### config.mk
export PLATFORM = sky130hd
export DESIGN_NAME = per_flow_serialized_dispatcher_core
export DESIGN_NICKNAME = d
export VERILOG_FILES = /design/src/sv/pfsd_pkg.sv /design/src/sv/per_flow_serialized_dispatcher_core.sv /design/src/sv/pfsd_ram.sv /design/src/sv/pfsd_ctrl.sv /design/src/sv/pfsd_dpath.sv
export SDC_FILE = /design/constraint.sdc
export NUM_CORES = 2
export LEC_CHECK = 0
export ABC_AREA = 1
export BUFFER_PORTS_ARGS = -buffer_cell sky130_fd_sc_hd__buf_2
export CAP_MARGIN = 40
export CORE_ASPECT_RATIO = 0.8
export CORE_MARGIN = 2
export CORE_UTILIZATION = 45
export CTS_CLUSTER_SIZE = 12
export DETAILED_ROUTE_END_ITERATION = 10
export HOLD_SLACK_MARGIN = 0.06
export PLACE_DENSITY = 0.67
export SLEW_MARGIN = 20
export SYNTH_ARGS = -nofsm -noshare
export SYNTH_HDL_FRONTEND = slang
export SYNTH_HIERARCHICAL = 1
export SYNTH_SLANG_ARGS = --single-unit
### constraint.sdc
create_clock -name clk_i -period 10.24 [get_ports clk_i]
set_clock_uncertainty 0.15 [all_clocks]
set_input_delay 2.048 -clock clk_i [delete_from_list [all_inputs] [get_ports clk_i]]
set_output_delay 2.048 -clock clk_i [all_outputs]
set_load 0.03 [all_outputs]
### src/sv/pfsd_pkg.sv
// shared types and constants for the per-flow serialized dispatcher
// used by every module of the block except pfsd_ram; no dependencies
package pfsd_pkg;

  localparam int NUM_FLOWS_DEF   = 64;
  localparam int PENDING_MAX_DEF = 255;

  localparam int MODE_W      = 2;
  localparam int FLOW_W      = 6;
  localparam int STATUS_W    = 3;
  localparam int IN_TDATA_W  = 8;
  localparam int OUT_TDATA_W = 16;

  typedef enum logic [MODE_W-1:0] {
    MODE_SUBMIT   = 2'd0,
    MODE_REMOVE   = 2'd1,
    MODE_DISPATCH = 2'd2,
    MODE_COMPLETE = 2'd3
  } pfsd_mode_e;

  typedef enum logic [STATUS_W-1:0] {
    STAT_DONE       = 3'd0,
    STAT_DISPATCHED = 3'd1,
    STAT_EMPTY      = 3'd2,
    STAT_IGNORED    = 3'd3,
    STAT_SATURATED  = 3'd4
  } pfsd_status_e;

  typedef enum logic [2:0] {
    S_CLEAR,
    S_IDLE,
    S_UPD,
    S_DSP,
    S_PURGE,
    S_RM_FIN
  } pfsd_state_e;

  // controller to datapath
  typedef struct packed {
    logic clear_step;
    logic rdy;
    logic take;
    logic upd_fire;
    logic head_cap;
    logic dsp_fire;
    logic prg_init;
    logic prg_step;
    logic rm_fire;
  } pfsd_cmd_t;

  // datapath to controller
  typedef struct packed {
    pfsd_mode_e mode;
    logic       oor;
    logic       fifo_empty;
    logic       clear_last;
    logic       prg_done;
    logic       out_free;
  } pfsd_stat_t;

endpackage

### src/sv/per_flow_serialized_dispatcher_core.sv
// top level of the per-flow serialized dispatcher
// depends on pfsd_pkg, pfsd_ctrl, pfsd_dpath (and pfsd_ram below it)
//
// Each input beat carries an operation (submit, remove, dispatch, complete) and a flow id;
// each one yields exactly one result beat with a status and, for a dispatch, the flow handed
// out. A per-flow table in ram (live, queued, active, pending count) and a circular ready
// fifo in ram make sure a flow never has two jobs running. One item is worked at a time:
// submit and complete do one read-modify-write of the flow table, dispatch reads the
// fifo head and then the table, and remove runs a purge that streams the fifo through
// its single read port while compacting it. The result sits in an output register, so
// the next beat is taken while it waits. After reset the block sweeps the flow table to
// zero and holds s_axis_tready low during the sweep.
module per_flow_serialized_dispatcher_core #(
  parameter int NUM_FLOWS   = pfsd_pkg::NUM_FLOWS_DEF,
  parameter int PENDING_MAX = pfsd_pkg::PENDING_MAX_DEF
) (
  input  logic                             clk_i,
  input  logic                             rst_ni,
  input  logic                             s_axis_tvalid,
  output logic                             s_axis_tready,
  input  logic [pfsd_pkg::IN_TDATA_W-1:0]  s_axis_tdata,  // [1:0] mode, [7:2] flow_id
  output logic                             m_axis_tvalid,
  input  logic                             m_axis_tready,
  output logic [pfsd_pkg::OUT_TDATA_W-1:0] m_axis_tdata   // [2:0] status, [8:3] dispatched_flow
);

  localparam int PadW = pfsd_pkg::OUT_TDATA_W - pfsd_pkg::STATUS_W - pfsd_pkg::FLOW_W;

  pfsd_pkg::pfsd_cmd_t  cmd;
  pfsd_pkg::pfsd_stat_t stat;

  logic [pfsd_pkg::STATUS_W-1:0] out_status;
  logic [pfsd_pkg::FLOW_W-1:0]   out_flow;

  pfsd_ctrl u_ctrl (
    .clk_i      (clk_i),
    .rst_ni     (rst_ni),
    .in_valid_i (s_axis_tvalid),
    .stat_i     (stat),
    .cmd_o      (cmd)
  );

  pfsd_dpath #(
    .NUM_FLOWS   (NUM_FLOWS),
    .PENDING_MAX (PENDING_MAX)
  ) u_dpath (
    .clk_i        (clk_i),
    .rst_ni       (rst_ni),
    .cmd_i        (cmd),
    .stat_o       (stat),
    .in_data_i    (s_axis_tdata),
    .out_ready_i  (m_axis_tready),
    .out_valid_o  (m_axis_tvalid),
    .out_status_o (out_status),
    .out_flow_o   (out_flow)
  );

  assign s_axis_tready = cmd.rdy;
  assign m_axis_tdata  = {{PadW{1'b0}}, out_flow, out_status};

endmodule

### src/sv/pfsd_ram.sv
// generic single-write, single-read ram with registered read data
// no dependencies
module pfsd_ram #(
  parameter int WIDTH = 8,
  parameter int DEPTH = 64
) (
  input  logic                     clk_i,
  input  logic                     we_i,
  input  logic [$clog2(DEPTH)-1:0] waddr_i,
  input  logic [WIDTH-1:0]         wdata_i,
  input  logic [$clog2(DEPTH)-1:0] raddr_i,
  output logic [WIDTH-1:0]         rdata_o
);

  logic [WIDTH-1:0] mem_q [DEPTH];
  logic [WIDTH-1:0] rdata_q;

  always_ff @(posedge clk_i) begin
    if (we_i) begin
      mem_q[waddr_i] <= wdata_i;
    end
    rdata_q <= mem_q[raddr_i];
  end

  assign rdata_o = rdata_q;

endmodule

### src/sv/pfsd_ctrl.sv
// controller state machine of the dispatcher
// depends on pfsd_pkg for the state, command and status types
module pfsd_ctrl (
  input  logic                   clk_i,
  input  logic                   rst_ni,
  input  logic                   in_valid_i,
  input  pfsd_pkg::pfsd_stat_t   stat_i,
  output pfsd_pkg::pfsd_cmd_t    cmd_o
);

  pfsd_pkg::pfsd_state_e state_q, state_d;

  always_ff @(posedge clk_i or negedge rst_ni) begin
    if (!rst_ni) begin
      state_q <= pfsd_pkg::S_CLEAR;
    end else begin
      state_q <= state_d;
    end
  end

  always_comb begin
    state_d = state_q;
    cmd_o   = '0;
    unique case (state_q)
      pfsd_pkg::S_CLEAR: begin
        cmd_o.clear_step = 1'b1;
        if (stat_i.clear_last) begin
          state_d = pfsd_pkg::S_IDLE;
        end
      end
      pfsd_pkg::S_IDLE: begin
        cmd_o.rdy = 1'b1;
        if (in_valid_i) begin
          cmd_o.take = 1'b1;
          state_d    = pfsd_pkg::S_UPD;
        end
      end
      pfsd_pkg::S_UPD: begin
        if (stat_i.mode == pfsd_pkg::MODE_REMOVE && !stat_i.oor) begin
          cmd_o.prg_init = 1'b1;
          state_d        = pfsd_pkg::S_PURGE;
        end else if (stat_i.mode == pfsd_pkg::MODE_DISPATCH && !stat_i.fifo_empty) begin
          cmd_o.head_cap = 1'b1;
          state_d        = pfsd_pkg::S_DSP;
        end else if (stat_i.out_free) begin
          cmd_o.upd_fire = 1'b1;
          state_d        = pfsd_pkg::S_IDLE;
        end
      end
      pfsd_pkg::S_DSP: begin
        if (stat_i.out_free) begin
          cmd_o.dsp_fire = 1'b1;
          state_d        = pfsd_pkg::S_IDLE;
        end
      end
      pfsd_pkg::S_PURGE: begin
        cmd_o.prg_step = 1'b1;
        if (stat_i.prg_done) begin
          state_d = pfsd_pkg::S_RM_FIN;
        end
      end
      pfsd_pkg::S_RM_FIN: begin
        if (stat_i.out_free) begin
          cmd_o.rm_fire = 1'b1;
          state_d       = pfsd_pkg::S_IDLE;
        end
      end
      default: begin
        state_d = pfsd_pkg::S_IDLE;
      end
    endcase
  end

endmodule

### src/sv/pfsd_dpath.sv
// datapath of the dispatcher: flow table ram, ready fifo ram, pointers, result register
// depends on pfsd_pkg and pfsd_ram
module pfsd_dpath #(
  parameter int NUM_FLOWS   = pfsd_pkg::NUM_FLOWS_DEF,
  parameter int PENDING_MAX = pfsd_pkg::PENDING_MAX_DEF
) (
  input  logic                           clk_i,
  input  logic                           rst_ni,
  input  pfsd_pkg::pfsd_cmd_t            cmd_i,
  output pfsd_pkg::pfsd_stat_t           stat_o,
  input  logic [pfsd_pkg::IN_TDATA_W-1:0] in_data_i,
  input  logic                           out_ready_i,
  output logic                           out_valid_o,
  output logic [pfsd_pkg::STATUS_W-1:0]  out_status_o,
  output logic [pfsd_pkg::FLOW_W-1:0]    out_flow_o
);

  localparam int IdxW  = $clog2(NUM_FLOWS);
  localparam int CntW  = $clog2(NUM_FLOWS + 1);
  localparam int PendW = $clog2(PENDING_MAX + 1);
  // table word: {live, queued, active, pending}
  localparam int EntW  = PendW + 3;
  localparam int LiveB = PendW + 2;
  localparam int QueB  = PendW + 1;
  localparam int ActB  = PendW;
  localparam int FlowW = pfsd_pkg::FLOW_W;

  function automatic logic [IdxW-1:0] ptr_inc(input logic [IdxW-1:0] p);
    return (p == IdxW'(NUM_FLOWS - 1)) ? '0 : p + 1'b1;
  endfunction

  // captured item
  pfsd_pkg::pfsd_mode_e mode_q;
  logic [FlowW-1:0]     flow_q;
  logic [FlowW-1:0]     head_id_q;

  // fifo pointers
  logic [IdxW-1:0] head_q, tail_q, rd_ptr_q, wr_ptr_q;
  logic [CntW-1:0] occ_q, rd_cnt_q, wr_cnt_q;
  logic            prg_vld_q;
  logic [IdxW-1:0] clr_cnt_q;

  // result register
  logic                         out_valid_q;
  logic [pfsd_pkg::STATUS_W-1:0] out_status_q;
  logic [FlowW-1:0]             out_flow_q;

  // ram ports
  logic            tbl_we;
  logic [IdxW-1:0] tbl_waddr, tbl_raddr;
  logic [EntW-1:0] tbl_wdata, tbl_rdata;
  logic            fifo_we;
  logic [IdxW-1:0] fifo_waddr, fifo_raddr;
  logic [FlowW-1:0] fifo_wdata, fifo_rdata;

  logic [FlowW-1:0] in_flow;
  logic             oor;
  logic             push;
  logic             sat;
  logic             keep;
  logic [PendW-1:0] pend_r;
  logic [EntW-1:0]  upd_ent;
  pfsd_pkg::pfsd_status_e upd_stat;
  logic             upd_we;

  assign in_flow = in_data_i[pfsd_pkg::MODE_W +: FlowW];
  assign oor     = 32'(flow_q) >= NUM_FLOWS;
  assign pend_r  = tbl_rdata[PendW-1:0];
  assign sat     = 32'(pend_r) >= PENDING_MAX;
  assign keep    = cmd_i.prg_step && prg_vld_q && (fifo_rdata != flow_q);

  // submit / completion / ignored / empty outcome
  always_comb begin
    upd_ent  = tbl_rdata;
    upd_stat = pfsd_pkg::STAT_DONE;
    upd_we   = 1'b0;
    push     = 1'b0;
    if (mode_q == pfsd_pkg::MODE_DISPATCH) begin
      upd_stat = pfsd_pkg::STAT_EMPTY;
    end else if (oor) begin
      upd_stat = pfsd_pkg::STAT_IGNORED;
    end else if (mode_q == pfsd_pkg::MODE_SUBMIT) begin
      upd_we          = 1'b1;
      upd_ent[LiveB]  = 1'b1;
      if (sat) begin
        upd_ent[PendW-1:0] = PendW'(PENDING_MAX);
        upd_stat           = pfsd_pkg::STAT_SATURATED;
      end else begin
        upd_ent[PendW-1:0] = pend_r + 1'b1;
      end
      push          = !tbl_rdata[ActB] && !tbl_rdata[QueB];
      upd_ent[QueB] = tbl_rdata[QueB] | push;
    end else if (mode_q == pfsd_pkg::MODE_COMPLETE) begin
      if (!tbl_rdata[ActB]) begin
        upd_stat = pfsd_pkg::STAT_IGNORED;
      end else begin
        upd_we        = 1'b1;
        upd_ent[ActB] = 1'b0;
        if (pend_r != '0) begin
          push          = !tbl_rdata[QueB];
          upd_ent[QueB] = 1'b1;
        end else begin
          upd_ent = '0;
        end
      end
    end
  end

  // table port muxing
  always_comb begin
    tbl_we    = 1'b0;
    tbl_waddr = IdxW'(flow_q);
    tbl_wdata = '0;
    if (cmd_i.clear_step) begin
      tbl_we    = 1'b1;
      tbl_waddr = clr_cnt_q;
    end else if (cmd_i.upd_fire) begin
      tbl_we    = upd_we;
      tbl_wdata = upd_ent;
    end else if (cmd_i.dsp_fire) begin
      tbl_we                = 1'b1;
      tbl_waddr             = IdxW'(head_id_q);
      tbl_wdata             = tbl_rdata;
      tbl_wdata[LiveB]      = 1'b1;
      tbl_wdata[QueB]       = 1'b0;
      tbl_wdata[ActB]       = 1'b1;
      if (pend_r != '0) begin
        tbl_wdata[PendW-1:0] = pend_r - 1'b1;
      end
    end else if (cmd_i.rm_fire) begin
      tbl_we = 1'b1;
    end
  end

  always_comb begin
    if (cmd_i.rdy) begin
      tbl_raddr = IdxW'(in_flow);
    end else if (cmd_i.head_cap) begin
      tbl_raddr = IdxW'(fifo_rdata);
    end else if (mode_q == pfsd_pkg::MODE_DISPATCH) begin
      tbl_raddr = IdxW'(head_id_q);
    end else begin
      tbl_raddr = IdxW'(flow_q);
    end
  end

  // fifo port muxing
  assign fifo_raddr = cmd_i.prg_step ? rd_ptr_q : head_q;
  always_comb begin
    fifo_we    = 1'b0;
    fifo_waddr = tail_q;
    fifo_wdata = flow_q;
    if (cmd_i.upd_fire && push && (32'(occ_q) < NUM_FLOWS)) begin
      fifo_we = 1'b1;
    end else if (keep) begin
      fifo_we    = 1'b1;
      fifo_waddr = wr_ptr_q;
      fifo_wdata = fifo_rdata;
    end
  end

  pfsd_ram #(.WIDTH(EntW), .DEPTH(NUM_FLOWS)) u_tbl_ram (
    .clk_i   (clk_i),
    .we_i    (tbl_we),
    .waddr_i (tbl_waddr),
    .wdata_i (tbl_wdata),
    .raddr_i (tbl_raddr),
    .rdata_o (tbl_rdata)
  );

  pfsd_ram #(.WIDTH(FlowW), .DEPTH(NUM_FLOWS)) u_fifo_ram (
    .clk_i   (clk_i),
    .we_i    (fifo_we),
    .waddr_i (fifo_waddr),
    .wdata_i (fifo_wdata),
    .raddr_i (fifo_raddr),
    .rdata_o (fifo_rdata)
  );

  // payload registers
  always_ff @(posedge clk_i) begin
    if (cmd_i.take) begin
      mode_q <= pfsd_pkg::pfsd_mode_e'(in_data_i[pfsd_pkg::MODE_W-1:0]);
      flow_q <= in_flow;
    end
    if (cmd_i.head_cap) begin
      head_id_q <= fifo_rdata;
    end
    if (cmd_i.upd_fire) begin
      out_status_q <= upd_stat;
      out_flow_q   <= '0;
    end else if (cmd_i.dsp_fire) begin
      out_status_q <= pfsd_pkg::STAT_DISPATCHED;
      out_flow_q   <= head_id_q;
    end else if (cmd_i.rm_fire) begin
      out_status_q <= pfsd_pkg::STAT_DONE;
      out_flow_q   <= '0;
    end
  end

  // control registers
  always_ff @(posedge clk_i or negedge rst_ni) begin
    if (!rst_ni) begin
      head_q      <= '0;
      tail_q      <= '0;
      occ_q       <= '0;
      rd_ptr_q    <= '0;
      wr_ptr_q    <= '0;
      rd_cnt_q    <= '0;
      wr_cnt_q    <= '0;
      prg_vld_q   <= 1'b0;
      clr_cnt_q   <= '0;
      out_valid_q <= 1'b0;
    end else begin
      if (cmd_i.clear_step) begin
        clr_cnt_q <= clr_cnt_q + 1'b1;
      end
      if (cmd_i.upd_fire && push && (32'(occ_q) < NUM_FLOWS)) begin
        tail_q <= ptr_inc(tail_q);
        occ_q  <= occ_q + 1'b1;
      end
      if (cmd_i.dsp_fire) begin
        head_q <= ptr_inc(head_q);
        occ_q  <= occ_q - 1'b1;
      end
      if (cmd_i.prg_init) begin
        rd_ptr_q  <= head_q;
        wr_ptr_q  <= head_q;
        rd_cnt_q  <= '0;
        wr_cnt_q  <= '0;
        prg_vld_q <= 1'b0;
      end
      if (cmd_i.prg_step) begin
        // read one slot ahead, compact survivors behind it
        if (keep) begin
          wr_ptr_q <= ptr_inc(wr_ptr_q);
          wr_cnt_q <= wr_cnt_q + 1'b1;
        end
        if (rd_cnt_q != occ_q) begin
          rd_ptr_q  <= ptr_inc(rd_ptr_q);
          rd_cnt_q  <= rd_cnt_q + 1'b1;
          prg_vld_q <= 1'b1;
        end else begin
          prg_vld_q <= 1'b0;
        end
      end
      if (cmd_i.rm_fire) begin
        occ_q  <= wr_cnt_q;
        tail_q <= wr_ptr_q;
      end
      if (cmd_i.upd_fire || cmd_i.dsp_fire || cmd_i.rm_fire) begin
        out_valid_q <= 1'b1;
      end else if (out_ready_i) begin
        out_valid_q <= 1'b0;
      end
    end
  end

  assign stat_o.mode       = mode_q;
  assign stat_o.oor        = oor;
  assign stat_o.fifo_empty = (occ_q == '0);
  assign stat_o.clear_last = (clr_cnt_q == IdxW'(NUM_FLOWS - 1));
  assign stat_o.prg_done   = (rd_cnt_q == occ_q) && !prg_vld_q;
  assign stat_o.out_free   = !out_valid_q || out_ready_i;

  assign out_valid_o  = out_valid_q;
  assign out_status_o = out_status_q;
  assign out_flow_o   = out_flow_q;

endmodule
; ---- Yosys cells after proc, flatten, opt, wreduce, memory -nomap -nowiden
; Memory sizes are Yosys's and may differ from the RTL's. A register that Yosys moved wholly into a read port is not among the register bits.
; Cells that the tools add are included.
[totals]
input_bits = 12
mem_bits_rw = 1088
elab_cells = 178
memories = 2
output_inout_bits = 18
ff_bits = 79
[memory_table]
columns = name, depth, width, read_ports, rd_ports_with_merged_regs, write_ports, line_no
row1 = u_dpath.u_tbl_ram.mem_q, 64, 11, 1, 1, 1, pfsd_ram.sv:15  ; logic [WIDTH-1:0] mem_q [DEPTH];
row2 = u_dpath.u_fifo_ram.mem_q, 64, 6, 1, 1, 1, pfsd_ram.sv:15
[classes]
order_cmp = 2
n_bitwise = 1
mux = 100
n_eq_ne = 19
n_reduce_logical = 27
n_addsub = 11
[ops]
columns = operator, count
row1 = $mux W6, 25
row2 = $mux W11, 6
row3 = $mux W7, 9
row4 = $mux W3, 13
row5 = $mux W1, 37
row6 = $mux W8, 4
row7 = $add A6 B1 Y6 const B, 5
row8 = $eq A6 B6 Y1 const B, 5
row9 = $add A7 B1 Y7 const B, 3
row10 = $pmux W3 S5, 1
row11 = $mux W2, 5
row12 = $add A8 B1 Y8 const B, 1
row13 = $ge A8 B8 Y1 const B, 1
row14 = $reduce_bool A2 Y1, 4
row15 = $reduce_bool A8 Y1, 1
row16 = $sub A8 B1 Y8 const B, 1
row17 = $eq A7 B7 Y1, 1
row18 = $logic_and A1 B1 Y1, 7
row19 = $logic_not A7 Y1, 1
row20 = $lt A7 B7 Y1 const B, 1
row21 = $ne A7 B7 Y1, 1
row22 = $sub A7 B1 Y7 const B, 1
row23 = $eq A3 B2 Y1 const B, 2
row24 = $eq A3 B3 Y1 const B, 2
row25 = 13 further kinds, 23

; ---- Depth between registers and ports, before layout
[depth]
ltp_word = 11
ltp_mapped = 21

; ---- Cells and area by module
; Netlist, hierarchy kept.
[modules_own_cells]
columns = module, cells_per_inst, area_each_um2, instances
row1 = pfsd_ram at u_dpath.u_tbl_ram, 2446, 28825.1, 1
row2 = pfsd_ram at u_dpath.u_fifo_ram, 1376, 15930.3, 1
row3 = pfsd_dpath, 787, 5447.7, 1
row4 = pfsd_ctrl, 47, 289.0, 1
row5 = per_flow_serialized_dispatcher_core, 8, 56.3, 1

; ---- Least setup slack after synthesis
; Ideal clock, no wire load.
[synth_path]
path_type = in2reg
start = input m_axis_tready
end = memory u_dpath/u_tbl_ram/mem_q[0][7] (netlist bit), data pin
setup_slack_ns = 3.840
path_buffers = 1
t_arrival_ns = 5.703
cell_stages = 11
path_cell_list = inv_1 nand2_1 inv_1 nor4_1 buf_4 inv_1 nor2_2 inv_2 nor2_1 nand3_1 a21oi_1
[synth_rtl]
columns = element, line_no
row1 = "start, declared", per_flow_serialized_dispatcher_core.sv:23  ; input logic m_axis_tready,
row2 = "end, declared", pfsd_ram.sv:15

==> impl_metrics.env <==
export IMPL_status="finished clean"
export IMPL_avgSynthCellArea_um2=10.8
export IMPL_post_cts_buffers=0
export IMPL_dpl_hpwl_um=74400
export IMPL_p_int_uw=9330
export IMPL_start_util_pct=45.2
export IMPL_die_h_um=296
export IMPL_fmax_mhz=171
export IMPL_first_pass_iters=8
export IMPL_fin_nets=4474
export IMPL_cap_violations=0
export IMPL_start_kind="primary input"
export IMPL_grt_max_degree=101
export IMPL_tightest_slew_ns=0.862
export IMPL_multi_input_area_mm2=0.0134
export IMPL_fin_crit_sh_pct=57.1
export IMPL_worstSetupPathType="primary input to flip-flop"
export IMPL_drive_gt1_share_pct=7.69
export IMPL_die_area_mm2=0.109
export IMPL_antenna_found_initial=0
export IMPL_io_buffers=22
export IMPL_crit_start="m_axis_tready"
export IMPL_grt_use_total_pct=21.9
export IMPL_fin_setup_tns_ns=0
export IMPL_cp_max_fo=15
export IMPL_final_common_cell="nand2_1"
export IMPL_dp_cells=5715
export IMPL_final_util_pct=50.4
export IMPL_endpoint_kind="flip-flop"
export IMPL_drc_errors=0
export IMPL_leakagePower_uw=0.0200
export IMPL_power_density_mw_per_mm2=294
export IMPL_wire_per_inst_um=20.4
export IMPL_via_count=33200
export IMPL_worstHoldStart="u_dpath/out_flow_o[4]"
export IMPL_final_min_clock_period_ns=5.85
export IMPL_clk_latency_ns=0.72
export IMPL_final_antenna_net_count=0
export IMPL_rsz0062_at_grt="false"
export IMPL_syn_inst=4461
export IMPL_power_total_uw=15800
export IMPL_num_io_pins=30
export IMPL_diodes=0
export IMPL_arrival_ns=6.01
export IMPL_cts_buffers_inserted=113
export IMPL_drtIter0Drc=4281
export IMPL_hold_class="flip-flop to flip-flop"
export IMPL_synthesis_area_mm2=0.0480
export IMPL_rows=107
export IMPL_routed_wl_um=121000
export IMPL_register_area_mm2=0.0331
export IMPL_mostFrequentLayoutCells="1,533 x nand2_1, 1,041 x edfxtp_1, 965 x nand3_1, 160 x nor2_1, 121 x inv_1"
export IMPL_cp_required_ns=10.40
export IMPL_vias_per_cell=5.58
export IMPL_clk_pin_slew_worst_paths_ns=0.06
export IMPL_cts_max_level=3
export IMPL_p_seq_share_pct=36.7
export IMPL_grt_pass1_vias=30600
export IMPL_stdcell_count=5953
export IMPL_hold_buffers=0
export IMPL_cts_tree="built"
export IMPL_gp_congestion=0.911
export IMPL_ir_drop_mv=0.230
export IMPL_slew_headroom_pct=42.3
export IMPL_grt_pass1_wl_um=184000
export IMPL_finalSetupViolCount=0
export IMPL_core_area_mm2=0.106
export IMPL_switchingPower_uw=6430
export IMPL_cts_resized_gates=0
export IMPL_yosys_warnings=6
export IMPL_combPwrFrac_pct=39.0
export IMPL_area_growth_pct=11.5
export IMPL_timing_hold_ws_ns=0.306
export IMPL_swShare_pct=40.8
export IMPL_die_w_um=369
export IMPL_slew_violations=0
export IMPL_clockRootBuffer="clkbuf_16"
export IMPL_clkPwrFrac_pct=24.4
export IMPL_fillers=9166
export IMPL_clk_path_buf_depth=3
export IMPL_final_hold_viol_count=0
export IMPL_r2r_start="u_ctrl/state_q[1]"
export IMPL_gr_total_overflow=0
export IMPL_cts_num_sinks=1119
## per-layer routing
metal	share of wire [%]	up-vias	track usage, %
met5	0	-	0
met4	1.8	0	4.66
met3	11	161	4.54
met2	43	1750	31.6
met1	44	15900	34.0
li1	-	15400	-
## worst max-delay path: stages
cell and delay [ns]:
buf_2 0.07, inv_1 0.03, nand2_1 0.10, inv_1 0.12, nor4_2 0.29, buf_4 0.26, inv_1 0.13, nor2_2 0.34
o21ai_0 0.16, nand2_1 0.08, o21ai_0 0.08, buf_4 0.20, inv_1 0.37, nand4_1 0.78, nor2_1 0.93
## power groups by stage
stage	Clock [µW]	Sequential, µW	Combinational [µW]
after CTS	3890	5780	5940
after floorplan	0	5800	4050
after global placement	0	5870	5700
after global routing	4070	5820	6700
after detailed placement	0	5870	5920
final	3840	5780	6140
## state kept, by name, indices dropped and copies added, names as in the netlist, 7 cells and up
name / cells
u_dpath/u_fifo_ram/mem_q: 384
u_dpath/u_tbl_ram/mem_q: 640
u_dpath/u_tbl_ram/rdata_o: 10
u_dpath/rd_cnt_q: 7
u_dpath/wr_cnt_q: 7
u_dpath/occ_q: 7
## worst paths after layout
check	end	slack, ns	depth (start not counted)
max	u_dpath/u_tbl_ram/mem_q[10][8]	4.39	15
min	u_dpath/out_flow_o[4]	0.31	2
max reg2reg	u_dpath/u_fifo_ram/mem_q[40][4]	5.06	14
min reg2reg	u_dpath/out_flow_o[4]	0.31	2
max in group asynchronous	u_dpath/wr_ptr_q[5]	8.11	2
min in group asynchronous	u_dpath/rd_cnt_q[5]	1.33	2
## area by class of cell
| type | count | area share (%) |
|---|---|---|
| tap | 1417 | 3.31 |
| sequential | 1119 | 61.8 |
| clock inverter | 40 | 0.601 |
| timing repair buffer | 136 | 2.51 |
| multi-input combinational | 2942 | 25.0 |
| clock buffer | 166 | 5.80 |
| inverter | 133 | 0.956 |
## stage by stage
| stage | area (µm²) | setup WS [ns] |
|---|---|---|
| 3_3_place_gp | 49200 | 3.78 |
| 5_1_grt | 53500 | 4.30 |
| 4_1_cts | 53200 | 4.50 |
| 3_5_place_dp | 49700 | 3.80 |
| 2_1_floorplan | 48000 | 3.84 |
| 6_report | 53500 | 4.39 |
Note: power is estimated with default switching activity, not from simulation.
